File: src/rtl/core/ps2mt_pkg.sv
// shared constants, types and helpers for the ps/2 mouse packet tracker
package ps2mt_pkg;

  localparam int COORD_BITS = 12;
  localparam int SIZE_BITS  = 13;
  localparam int BYTE_BITS  = 8;
  localparam int ADDR_BITS  = 3;
  localparam int DATA_BITS  = 32;
  localparam int CMP_BITS   = (COORD_BITS > SIZE_BITS) ? COORD_BITS : SIZE_BITS;
  localparam int SUM_BITS   = COORD_BITS + 2;
  localparam int DELTA_BITS = BYTE_BITS + 1;

  localparam int COORD_MAX = (1 << COORD_BITS) - 1;
  localparam int POS_X_INIT = 400;
  localparam int POS_Y_INIT = 300;

  localparam logic [COORD_BITS-1:0] POS_X_RST =
    COORD_BITS'((POS_X_INIT > COORD_MAX) ? COORD_MAX : POS_X_INIT);
  localparam logic [COORD_BITS-1:0] POS_Y_RST =
    COORD_BITS'((POS_Y_INIT > COORD_MAX) ? COORD_MAX : POS_Y_INIT);

  localparam logic [SIZE_BITS-1:0] WIDTH_RST  = SIZE_BITS'(800);
  localparam logic [SIZE_BITS-1:0] HEIGHT_RST = SIZE_BITS'(600);

  // flag byte bit positions
  localparam int SYNC_BIT  = 3;
  localparam int XSIGN_BIT = 4;
  localparam int YSIGN_BIT = 5;

  // register index, taken from paddr bit 2
  localparam logic REG_SCREEN_WIDTH  = 1'b0;
  localparam logic REG_SCREEN_HEIGHT = 1'b1;

  typedef enum logic [2:0] {
    ST_FLAGS = 3'b001,
    ST_DX    = 3'b010,
    ST_DY    = 3'b100
  } byte_state_t;

  typedef struct packed {
    logic [BYTE_BITS-1:0] flags;
    logic [BYTE_BITS-1:0] dx;
    logic [BYTE_BITS-1:0] dy;
  } pkt_t;

  // largest legal coordinate for a screen size: size 0 acts as 1
  function automatic logic [COORD_BITS-1:0] upper_bound(input logic [SIZE_BITS-1:0] size);
    logic [CMP_BITS-1:0] m;
    m = (size == '0) ? '0 : (CMP_BITS'(size) - CMP_BITS'(1));
    if (m > CMP_BITS'(COORD_MAX)) begin
      m = CMP_BITS'(COORD_MAX);
    end
    return m[COORD_BITS-1:0];
  endfunction

endpackage

File: src/rtl/core/ps2mt_ifs.sv
// valid/ready channel interfaces for mouse bytes and cursor words
interface ps2mt_byte_if;
  import ps2mt_pkg::*;
  logic                 valid;
  logic                 ready;
  logic [BYTE_BITS-1:0] rx_byte;
  modport source (output valid, output rx_byte, input ready);
  modport sink (input valid, input rx_byte, output ready);
endinterface

interface ps2mt_pos_if;
  import ps2mt_pkg::*;
  logic                  valid;
  logic                  ready;
  logic [COORD_BITS-1:0] cursor_x;
  logic [COORD_BITS-1:0] cursor_y;
  logic [BYTE_BITS-1:0]  flags_byte;
  modport source (output valid, output cursor_x, output cursor_y, output flags_byte,
                  input ready);
  modport sink (input valid, input cursor_x, input cursor_y, input flags_byte,
                output ready);
endinterface

File: src/rtl/core/ps2mt_front.sv
// packet framer: syncs on the flags byte and collects three-byte packets
module ps2mt_front (
  input  logic              clk,
  input  logic              rst,
  ps2mt_byte_if.sink        rx,
  input  logic              push_ready,
  output logic              push_valid,
  output ps2mt_pkg::pkt_t   push_pkt
);
  import ps2mt_pkg::*;

  byte_state_t          state;
  byte_state_t          state_next;
  logic [BYTE_BITS-1:0] held_flags;
  logic [BYTE_BITS-1:0] held_dx;
  logic                 take;

  assign rx.ready = push_ready;
  assign take     = rx.valid && rx.ready;

  always_comb begin
    state_next = state;
    push_valid = 1'b0;
    unique case (state)
      ST_DX: begin
        if (take) state_next = ST_DY;
      end
      ST_DY: begin
        push_valid = take;
        if (take) state_next = ST_FLAGS;
      end
      default: begin
        // stray bytes without the sync bit are dropped here
        if (take && rx.rx_byte[SYNC_BIT]) state_next = ST_DX;
      end
    endcase
  end

  assign push_pkt.flags = held_flags;
  assign push_pkt.dx    = held_dx;
  assign push_pkt.dy    = rx.rx_byte;

  always_ff @(posedge clk) begin
    if (rst) begin
      state <= ST_FLAGS;
    end else begin
      state <= state_next;
    end
  end

  always_ff @(posedge clk) begin
    if (take && state == ST_DX) held_dx <= rx.rx_byte;
    if (take && state != ST_DX && state != ST_DY && rx.rx_byte[SYNC_BIT]) begin
      held_flags <= rx.rx_byte;
    end
  end

endmodule

File: src/rtl/core/ps2mt_fifo.sv
// two-entry packet queue between framer and position update
module ps2mt_fifo (
  input  logic            clk,
  input  logic            rst,
  input  logic            push_valid,
  input  ps2mt_pkg::pkt_t push_pkt,
  output logic            push_ready,
  input  logic            pop,
  output logic            pop_valid,
  output ps2mt_pkg::pkt_t pop_pkt
);
  import ps2mt_pkg::*;

  pkt_t       mem [2];
  logic       wr_ptr;
  logic       rd_ptr;
  logic [1:0] count;
  logic       push;

  assign push       = push_valid && push_ready;
  assign push_ready = (count != 2'd2);
  assign pop_valid  = (count != 2'd0);
  assign pop_pkt    = mem[rd_ptr];

  always_ff @(posedge clk) begin
    if (push) mem[wr_ptr] <= push_pkt;
  end

  always_ff @(posedge clk) begin
    if (rst) begin
      wr_ptr <= 1'b0;
      rd_ptr <= 1'b0;
      count  <= 2'd0;
    end else begin
      if (push) wr_ptr <= ~wr_ptr;
      if (pop) rd_ptr <= ~rd_ptr;
      count <= count + 2'(push) - 2'(pop);
    end
  end

`ifndef SYNTHESIS
  a_count_range: assert property (@(posedge clk) disable iff (rst) count <= 2'd2)
    else $error("packet queue count out of range");
  a_no_underflow: assert property (@(posedge clk) disable iff (rst) pop |-> count != 2'd0)
    else $error("packet queue popped while empty");
  a_push_lands: assert property (@(posedge clk) disable iff (rst)
      push && !pop |=> count == $past(count) + 2'd1)
    else $error("packet queue lost a pushed packet");
`endif

endmodule

File: src/rtl/core/ps2mt_back.sv
// position update: applies packet deltas, clamps, holds the result word
module ps2mt_back (
  input  logic                            clk,
  input  logic                            rst,
  input  logic                            pkt_valid,
  input  ps2mt_pkg::pkt_t                 pkt,
  output logic                            pop,
  input  logic [ps2mt_pkg::SIZE_BITS-1:0] screen_width,
  input  logic [ps2mt_pkg::SIZE_BITS-1:0] screen_height,
  ps2mt_pos_if.source                     cursor
);
  import ps2mt_pkg::*;

  logic [COORD_BITS-1:0]      pos_x;
  logic [COORD_BITS-1:0]      pos_y;
  logic [BYTE_BITS-1:0]       flags;
  logic                       out_valid;
  logic [COORD_BITS-1:0]      hi_x;
  logic [COORD_BITS-1:0]      hi_y;
  logic signed [DELTA_BITS-1:0] dx;
  logic signed [DELTA_BITS-1:0] dy;
  logic signed [SUM_BITS-1:0] sum_x;
  logic signed [SUM_BITS-1:0] sum_y;
  logic [COORD_BITS-1:0]      pos_x_next;
  logic [COORD_BITS-1:0]      pos_y_next;

  assign pop = pkt_valid && (!out_valid || cursor.ready);

  assign hi_x = upper_bound(screen_width);
  assign hi_y = upper_bound(screen_height);

  // nine-bit deltas: sign from the flags byte, magnitude byte as sent
  assign dx = {pkt.flags[XSIGN_BIT], pkt.dx};
  assign dy = {pkt.flags[YSIGN_BIT], pkt.dy};

  assign sum_x = $signed({2'b00, pos_x}) + SUM_BITS'(dx);
  assign sum_y = $signed({2'b00, pos_y}) - SUM_BITS'(dy);

  always_comb begin
    priority if (sum_x < 0) begin
      pos_x_next = '0;
    end else if (sum_x > $signed({2'b00, hi_x})) begin
      pos_x_next = hi_x;
    end else begin
      pos_x_next = sum_x[COORD_BITS-1:0];
    end
    priority if (sum_y < 0) begin
      pos_y_next = '0;
    end else if (sum_y > $signed({2'b00, hi_y})) begin
      pos_y_next = hi_y;
    end else begin
      pos_y_next = sum_y[COORD_BITS-1:0];
    end
  end

  always_ff @(posedge clk) begin
    if (rst) begin
      pos_x     <= POS_X_RST;
      pos_y     <= POS_Y_RST;
      out_valid <= 1'b0;
    end else begin
      if (pop) begin
        pos_x <= pos_x_next;
        pos_y <= pos_y_next;
      end
      if (pop) begin
        out_valid <= 1'b1;
      end else if (cursor.ready) begin
        out_valid <= 1'b0;
      end
    end
  end

  always_ff @(posedge clk) begin
    if (pop) flags <= pkt.flags;
  end

  // position only moves on a pop, which also loads the word, so it doubles as output
  assign cursor.valid      = out_valid;
  assign cursor.cursor_x   = pos_x;
  assign cursor.cursor_y   = pos_y;
  assign cursor.flags_byte = flags;

`ifndef SYNTHESIS
  a_pop_shows: assert property (@(posedge clk) disable iff (rst) pop |=> out_valid)
    else $error("popped packet did not reach the output word");
  a_hold_pos: assert property (@(posedge clk) disable iff (rst)
      !$past(pop) |-> $stable(pos_x) && $stable(pos_y))
    else $error("position moved without a packet");
`endif

endmodule

File: src/rtl/core/ps2_mouse_packet_tracker.sv
// top level of the ps/2 mouse packet tracker with its apb register port
// Takes received ps/2 mouse bytes on rx, one byte per accepted handshake, and tracks a
// clamped cursor position. A byte with bit 3 clear is dropped when it would start a
// packet; otherwise it is the flags byte, followed by the x and y delta bytes. Each delta
// is nine bits: the byte as an unsigned magnitude-like value with flags bit 4 (x) or
// bit 5 (y) as its sign bit. x adds the delta, y subtracts it (screen-down positive), and
// both clamp to 0 .. min(size-1, 4095), a size of 0 as 1. Overflow bits pass through in the
// flags byte only. One cursor word (cursor_x, cursor_y, flags_byte) leaves per packet.
// Rate: one byte per clock; the framer, a two-entry packet queue and the position
// update with its output word run on their own, so a stalled cursor sink only blocks rx
// once the output word and two queued packets are waiting. After its third byte is accepted,
// a packet waits in the queue until it is popped into the output word. Position resets to (400, 300).
// Registers: screen_width at byte address 0, screen_height at 4, 13 bits each, reset
// 800 and 600; write them only while the block is idle. pready is always high; reads
// return the stored value.
module ps2_mouse_packet_tracker (
  input  logic                            clk,
  input  logic                            rst,
  ps2mt_byte_if.sink                      rx,
  ps2mt_pos_if.source                     cursor,
  input  logic                            psel,
  input  logic                            penable,
  input  logic                            pwrite,
  input  logic [ps2mt_pkg::ADDR_BITS-1:0] paddr,
  input  logic [ps2mt_pkg::DATA_BITS-1:0] pwdata,
  output logic [ps2mt_pkg::DATA_BITS-1:0] prdata,
  output logic                            pready
);
  import ps2mt_pkg::*;

  logic [SIZE_BITS-1:0] screen_width;
  logic [SIZE_BITS-1:0] screen_height;
  logic                 reg_write;
  logic                 reg_sel;

  logic                 push_valid;
  logic                 push_ready;
  pkt_t                 push_pkt;
  logic                 pop;
  logic                 pop_valid;
  pkt_t                 pop_pkt;

  // register port: single-beat access, index from address bit 2
  assign pready    = 1'b1;
  assign reg_sel   = paddr[2];
  assign reg_write = psel && penable && pwrite && pready;

  always_ff @(posedge clk) begin
    if (rst) begin
      screen_width  <= WIDTH_RST;
      screen_height <= HEIGHT_RST;
    end else if (reg_write) begin
      unique case (reg_sel)
        REG_SCREEN_WIDTH:  screen_width  <= pwdata[SIZE_BITS-1:0];
        REG_SCREEN_HEIGHT: screen_height <= pwdata[SIZE_BITS-1:0];
        default: ;
      endcase
    end
  end

  always_comb begin
    unique case (reg_sel)
      REG_SCREEN_WIDTH:  prdata = DATA_BITS'(screen_width);
      REG_SCREEN_HEIGHT: prdata = DATA_BITS'(screen_height);
      default:           prdata = '0;
    endcase
  end

  // framer: sync on the flags byte, gather three bytes per packet
  ps2mt_front u_front (
    .clk        (clk),
    .rst        (rst),
    .rx         (rx),
    .push_ready (push_ready),
    .push_valid (push_valid),
    .push_pkt   (push_pkt)
  );

  // short queue so the framer keeps taking bytes while a cursor word waits
  ps2mt_fifo u_fifo (
    .clk        (clk),
    .rst        (rst),
    .push_valid (push_valid),
    .push_pkt   (push_pkt),
    .push_ready (push_ready),
    .pop        (pop),
    .pop_valid  (pop_valid),
    .pop_pkt    (pop_pkt)
  );

  // delta add, clamp and output word
  ps2mt_back u_back (
    .clk           (clk),
    .rst           (rst),
    .pkt_valid     (pop_valid),
    .pkt           (pop_pkt),
    .pop           (pop),
    .screen_width  (screen_width),
    .screen_height (screen_height),
    .cursor        (cursor)
  );

endmodule

File: src/flat_wrapper.sv
// flat-port wrapper written by rule: the top's interface ports become plain ports
module ps2_mouse_packet_tracker_flat import ps2mt_pkg::*;
  (clk, rst, psel, penable, pwrite, paddr, pwdata, prdata, pready, rx_valid, rx_rx_byte, rx_ready, cursor_valid, cursor_cursor_x, cursor_cursor_y, cursor_flags_byte, cursor_ready);
  ps2mt_byte_if rx_i ();
  ps2mt_pos_if cursor_i ();
  input  logic clk;
  input  logic rst;
  input  logic psel;
  input  logic penable;
  input  logic pwrite;
  input  logic [ps2mt_pkg::ADDR_BITS-1:0] paddr;
  input  logic [ps2mt_pkg::DATA_BITS-1:0] pwdata;
  output logic [ps2mt_pkg::DATA_BITS-1:0] prdata;
  output logic pready;
  input wire logic [$bits(rx_i.valid)-1:0] rx_valid;
  input wire logic [$bits(rx_i.rx_byte)-1:0] rx_rx_byte;
  output wire logic [$bits(rx_i.ready)-1:0] rx_ready;
  output wire logic [$bits(cursor_i.valid)-1:0] cursor_valid;
  output wire logic [$bits(cursor_i.cursor_x)-1:0] cursor_cursor_x;
  output wire logic [$bits(cursor_i.cursor_y)-1:0] cursor_cursor_y;
  output wire logic [$bits(cursor_i.flags_byte)-1:0] cursor_flags_byte;
  input wire logic [$bits(cursor_i.ready)-1:0] cursor_ready;
  assign rx_i.valid = rx_valid;
  assign rx_i.rx_byte = rx_rx_byte;
  assign rx_ready = rx_i.ready;
  assign cursor_valid = cursor_i.valid;
  assign cursor_cursor_x = cursor_i.cursor_x;
  assign cursor_cursor_y = cursor_i.cursor_y;
  assign cursor_flags_byte = cursor_i.flags_byte;
  assign cursor_i.ready = cursor_ready;
  ps2_mouse_packet_tracker u_core (.clk(clk), .rst(rst), .rx(rx_i), .cursor(cursor_i), .psel(psel), .penable(penable), .pwrite(pwrite), .paddr(paddr), .pwdata(pwdata), .prdata(prdata), .pready(pready));
endmodule
File: config.mk
export PLATFORM = sky130hd
export DESIGN_NAME = ps2_mouse_packet_tracker_flat
export DESIGN_NICKNAME = d
export VERILOG_FILES = /design/src/rtl/core/ps2mt_pkg.sv /design/src/rtl/core/ps2mt_ifs.sv /design/src/rtl/core/ps2mt_front.sv /design/src/rtl/core/ps2mt_fifo.sv /design/src/rtl/core/ps2mt_back.sv /design/src/rtl/core/ps2_mouse_packet_tracker.sv /design/src/flat_wrapper.sv
export SDC_FILE = /design/constraint.sdc
export NUM_CORES = 1
export LEC_CHECK = 0
export BUFFER_PORTS_ARGS = -buffer_cell sky130_fd_sc_hd__buf_4
export CORE_MARGIN = 3
export CORE_UTILIZATION = 62
export CTS_CLUSTER_SIZE = 30
export DETAILED_ROUTE_END_ITERATION = 8
export PLACE_DENSITY = 0.94
export RECOVER_POWER = 100
export SETUP_SLACK_MARGIN = 0.1
export SLEW_MARGIN = 20
export SYNTH_ARGS = -nofsm -noshare
export SYNTH_HDL_FRONTEND = slang
export SYNTH_SLANG_ARGS = --single-unit
File: constraint.sdc
create_clock -name clk -period 10.2 [get_ports clk]
set_input_delay 0 -clock clk [delete_from_list [all_inputs] [get_ports clk]]
set_output_delay 0 -clock clk [all_outputs]
set_load 0.005 [all_outputs]
==> summary.md <==
| Metric | Value |
|---|---|
| Final WS setup | 2.80 ns |
| Peak supply drop | 179 µV |
| Commonest cells after routing, fill and taps aside | 92 x nand2_1, 72 x edfxtp_1, 59 x a21oi_1, 59 x dfxtp_1, 54 x ha_1 |
| H-tree levels | 4 |
| Mapped Cells | 742 |
| Post-route setup TNS | 0 ns |
| Final Hold Vio Count | 0 |
| Commonest non-fill, non-tap cell in the layout | nand2_1 |
| First-pass GRT wire length | 32600 µm |
| Port bufs | 75 |
| Via-to-Cell Ratio | 6.40 |
| Hold endpoint | u_core.screen_width[10]$_SDFFE_PP0P_ |
| CP max FO | 24 |
| Worst path cell trace | clkbuf_1, mux2_1, ha_1, fa_1, a211oi_1, nor2_2, o211ai_1, nor2b_1, xnor2_1, ha_1, nand4_1, nor4_1, nor2_1, a211oi_1, nand4_1, o311ai_0 |
| Number of fill cells | 677 |
| CTS max path bufs | 2 |
| Hold path cells | 5 |
| Tightest Pin Transition | between 2 and 2.5 ns |
| CP Launch Type | flop |
| Largest net degree at the start of global routing | 45 |
| RSZ-0062 raised after global routing | false |
| GRT Overall Usage | 0.318 |
| Clock latency on the worst-skew pair | 0.44 ns |
| Family with the most delay on the worst path | compound AO/OA/AOI/OAI gates |
| Seq/Total Area, Yosys | 0.447 |
| Die ar. | 0.0134 mm² |
| Core area | 0.0116 mm² |
| Worst hold path type | in -> reg |
| Ys flop type | edfxtp_1 |
| Initial Utilization | 0.643 |
| Worst EP arrival | 7.71 ns |
| DP Cell Count | 944 |
| Pwr Total | 2.51 mW |
| # rows | 39 |
| Routed wire length | between 20000 and 25000 µm |
| Gr ovfl total | 0 |
| Mapped Area | 0.00747 mm² |
| Netlist cell types | 70 |
| Status | complete, but fails checks |
| Crit path largest cell delay | around 1.9 ns |
| FF/Latch Area | 0.00334 mm² |
| Setup violators final | 0 |
| Share of the synthesized area in the top cell type | 0.289 |
| Reg clk slew, reported paths | 0.06 ns |
| Hold Crit Start | penable |
| Die height | 116 µm |
| R2r endpoint | u_core.u_back.cursor.cursor_x[7]$_SDFFE_PP1P_ |
| Metal3 WL | 1910 µm |
| Max-slew violations | 124 |
| Leak pwr | 3.52 nW |
| Drt pass-1 iters | 7 |
| Worst reg2reg path depth | 16 |
| Nets | 950 |
| TritonCTS clock tree | yes |
| Residual DRC | 0 |
| Initial antenna violation count | 0 |
| M1 wire length | 7550 µm |
| Mapped Avg Cell Area | 10.1 µm² |
| R2r setup slk | 2.80 ns |
| Pwr/cell area | 286 mW/mm² |
| Initial drt markers | 783 |
| WL met2 | 9730 µm |
| Root buffer cell | clkbuf_16 |
| RePlAce Congestion | 0.898 |
| Slew margin rel. | -0.631 |
| Post-DRT Antenna Nets | 0 |
| Dpl ws | roughly 5.3 ns |
| Failing checks | capacitance limit, slew limit |
| Top sig layer | met4 |
| Post-synth top area cell | edfxtp_1 |
| # diodes | 0 |
| Io pins | about 120 |
| Area contributors post-synth | edfxtp_1 29%, dfxtp_1 16%, ha_1 9.0% |
| Multi-input logic area | ~0.0038 mm² |
| Vias in the first global route | 6299 |
| Skew final | 0.0125 ns |
| Crit path kind | reg -> reg |
| Die X | ~120 µm |
| Slowest cell on the critical path | a211oi_1 |
| Fmax achieved | 135 MHz |
| Max Cap Viol | 5 |
| Buf/Inv on CP | 1 |
| Share of cells above drive strength 1 | 0.155 |
| Synthesized flop and latch total | 131 |
| DP Wirelength | 12200 µm |
| Number of buffers created by CTS | 17 |
| Min Tclk post-route | between 7 and 8 ns |
| YS warnings | 0 |
| Crit share post-route | 0.726 |
| Wire per inst | 20.6 µm |
| Post-route insts no fill | 1000 |
| Synthesis-to-finish area growth | 17.6% |
| Via count | 6397 |
| Number of flops mapped to enable cells by yosys | 72 |
| Clock net sink count | about 130 |
| Worst Path Required | 10.50 ns |
| Post-synth ARST share | 0 |
| Crit end category | flop |
sequential cells by signal, indices dropped and copies added (netlist names), 8 cells and up, named ones only:
| name | cells |
|---|---|
| u_core.u_front.held_dx | 8 |
| u_core.u_back.cursor.flags_byte | 8 |
| u_core.screen_width | 13 |
| u_core.u_fifo.mem | 48 |
| u_core.screen_height | 13 |
| u_core.u_front.held_flags | 8 |
| u_core.u_back.cursor.cursor_x | 12 |
| u_core.u_back.cursor.cursor_y | 12 |
power breakdown:
part	leakage [nW]	internal, mW	switching (mW)
combinational	2.11	0.518	0.720
clock	0.274	0.322	0.265
sequential	1.14	0.628	0.0600
total	3.52	1.47	1.04
routing by layer:
metal / vias to the layer above / GRT usage
li1: 2848 / -
met1: 2954 / 0.383
met2: 461 / 0.517
met3: 134 / 0.0815
met4: 0 / 0.185
met5: - / 0
how the worst max path moves through the flow:
stage	start	end	slack (ns)	depth (start not counted)
4_1_cts	flop	u_core.u_back.cursor.cursor_x[1]$_SDFFE_PP0P_	5.03	16
3_5_place_dp	flop	u_core.u_back.cursor.cursor_x[1]$_SDFFE_PP0P_	5.27	16
3_3_place_gp	flop	u_core.u_back.cursor.cursor_x[1]$_SDFFE_PP0P_	5.36	16
5_1_grt	flop	u_core.u_back.cursor.cursor_x[1]$_SDFFE_PP0P_	2.59	17
6_report	flop	u_core.u_back.cursor.cursor_x[7]$_SDFFE_PP1P_	2.80	16
2_1_floorplan	flop	u_core.u_back.cursor.cursor_x[10]$_SDFFE_PP0P_	5.62	18
area by class of cell:
class | count | area share
Clock inverter | 15 | 0.0159
Tap cell | 143 | 0.0204
Multi-Input combinational cell | 551 | 0.431
Timing Repair Buffer | 104 | 0.0876
Sequential cell | 131 | 0.380
Clock buffer | 17 | 0.0484
Inverter | 39 | 0.0167
worst register-to-register path: stages (launching register included):
cell and delay [ns]:
dfxtp_1 0.31, clkbuf_1 1.16, mux2_1 0.45, ha_1 0.26, fa_1 0.46, a211oi_1 0.44
nor2_2 0.15, o211ai_1 0.18, nor2b_1 0.18, xnor2_1 0.12, ha_1 0.34, nand4_1 0.16
nor4_1 0.48, nor2_1 0.09, a211oi_1 1.91, nand4_1 0.35, o311ai_0 0.24
cell usage after synthesis, drive strengths merged (4+ instances only):
master,n
o31ai,5
nor4,5
nand2b,8
nand3b,9
xnor2,26
mux2,28
o311ai,4
o211ai,5
and2,4
nand3,8
nor2,45
o21ai,39
ha,54
a21o,11
nand4,12
a31oi,4
a21oi,59
nor3,14
o21a,11
nand2,93
buf,25
nor2b,8
a211o,4
inv,38
dfxtp,59
edfxtp,72
a211oi,5
xor2,12
or3,8
mux2i,21
clkbuf,14
repair_timing:
action / CTS / global route
gates resized for setup: 0 / 0
setup buffers: 0 / 0
hold buffers: 24 / 0
endpoints found under the hold margin: 64 / 0
metrics by stage:
step / cell area [µm²] / utilization / hold WS [ns]
after global placement: 8090 / 0.696 / 0.203
after floorplan: 7540 / - / 0.0989
after CTS: 8890 / 0.766 / 0.182
after detailed placement: 8090 / 0.696 / 0.207
after global routing: 8790 / 0.757 / 0.231
final: 8790 / 0.757 / 0.200
cell families after synthesis:
kind of cell               count (synthesis)  share of synthesized area
other                                      2                    0.00101
DFF                                      131                      0.447
AOI/OAI and AO/OA                        162                      0.138
muxes                                     49                     0.0725
and+or+nand+nor                          225                      0.144
buffers and inverters                     78                     0.0512
adders and majority gates                 57                     0.0971
xor gates and xnor gates                  38                     0.0481
No activity file was read; power rests on OpenSTA's default activity.
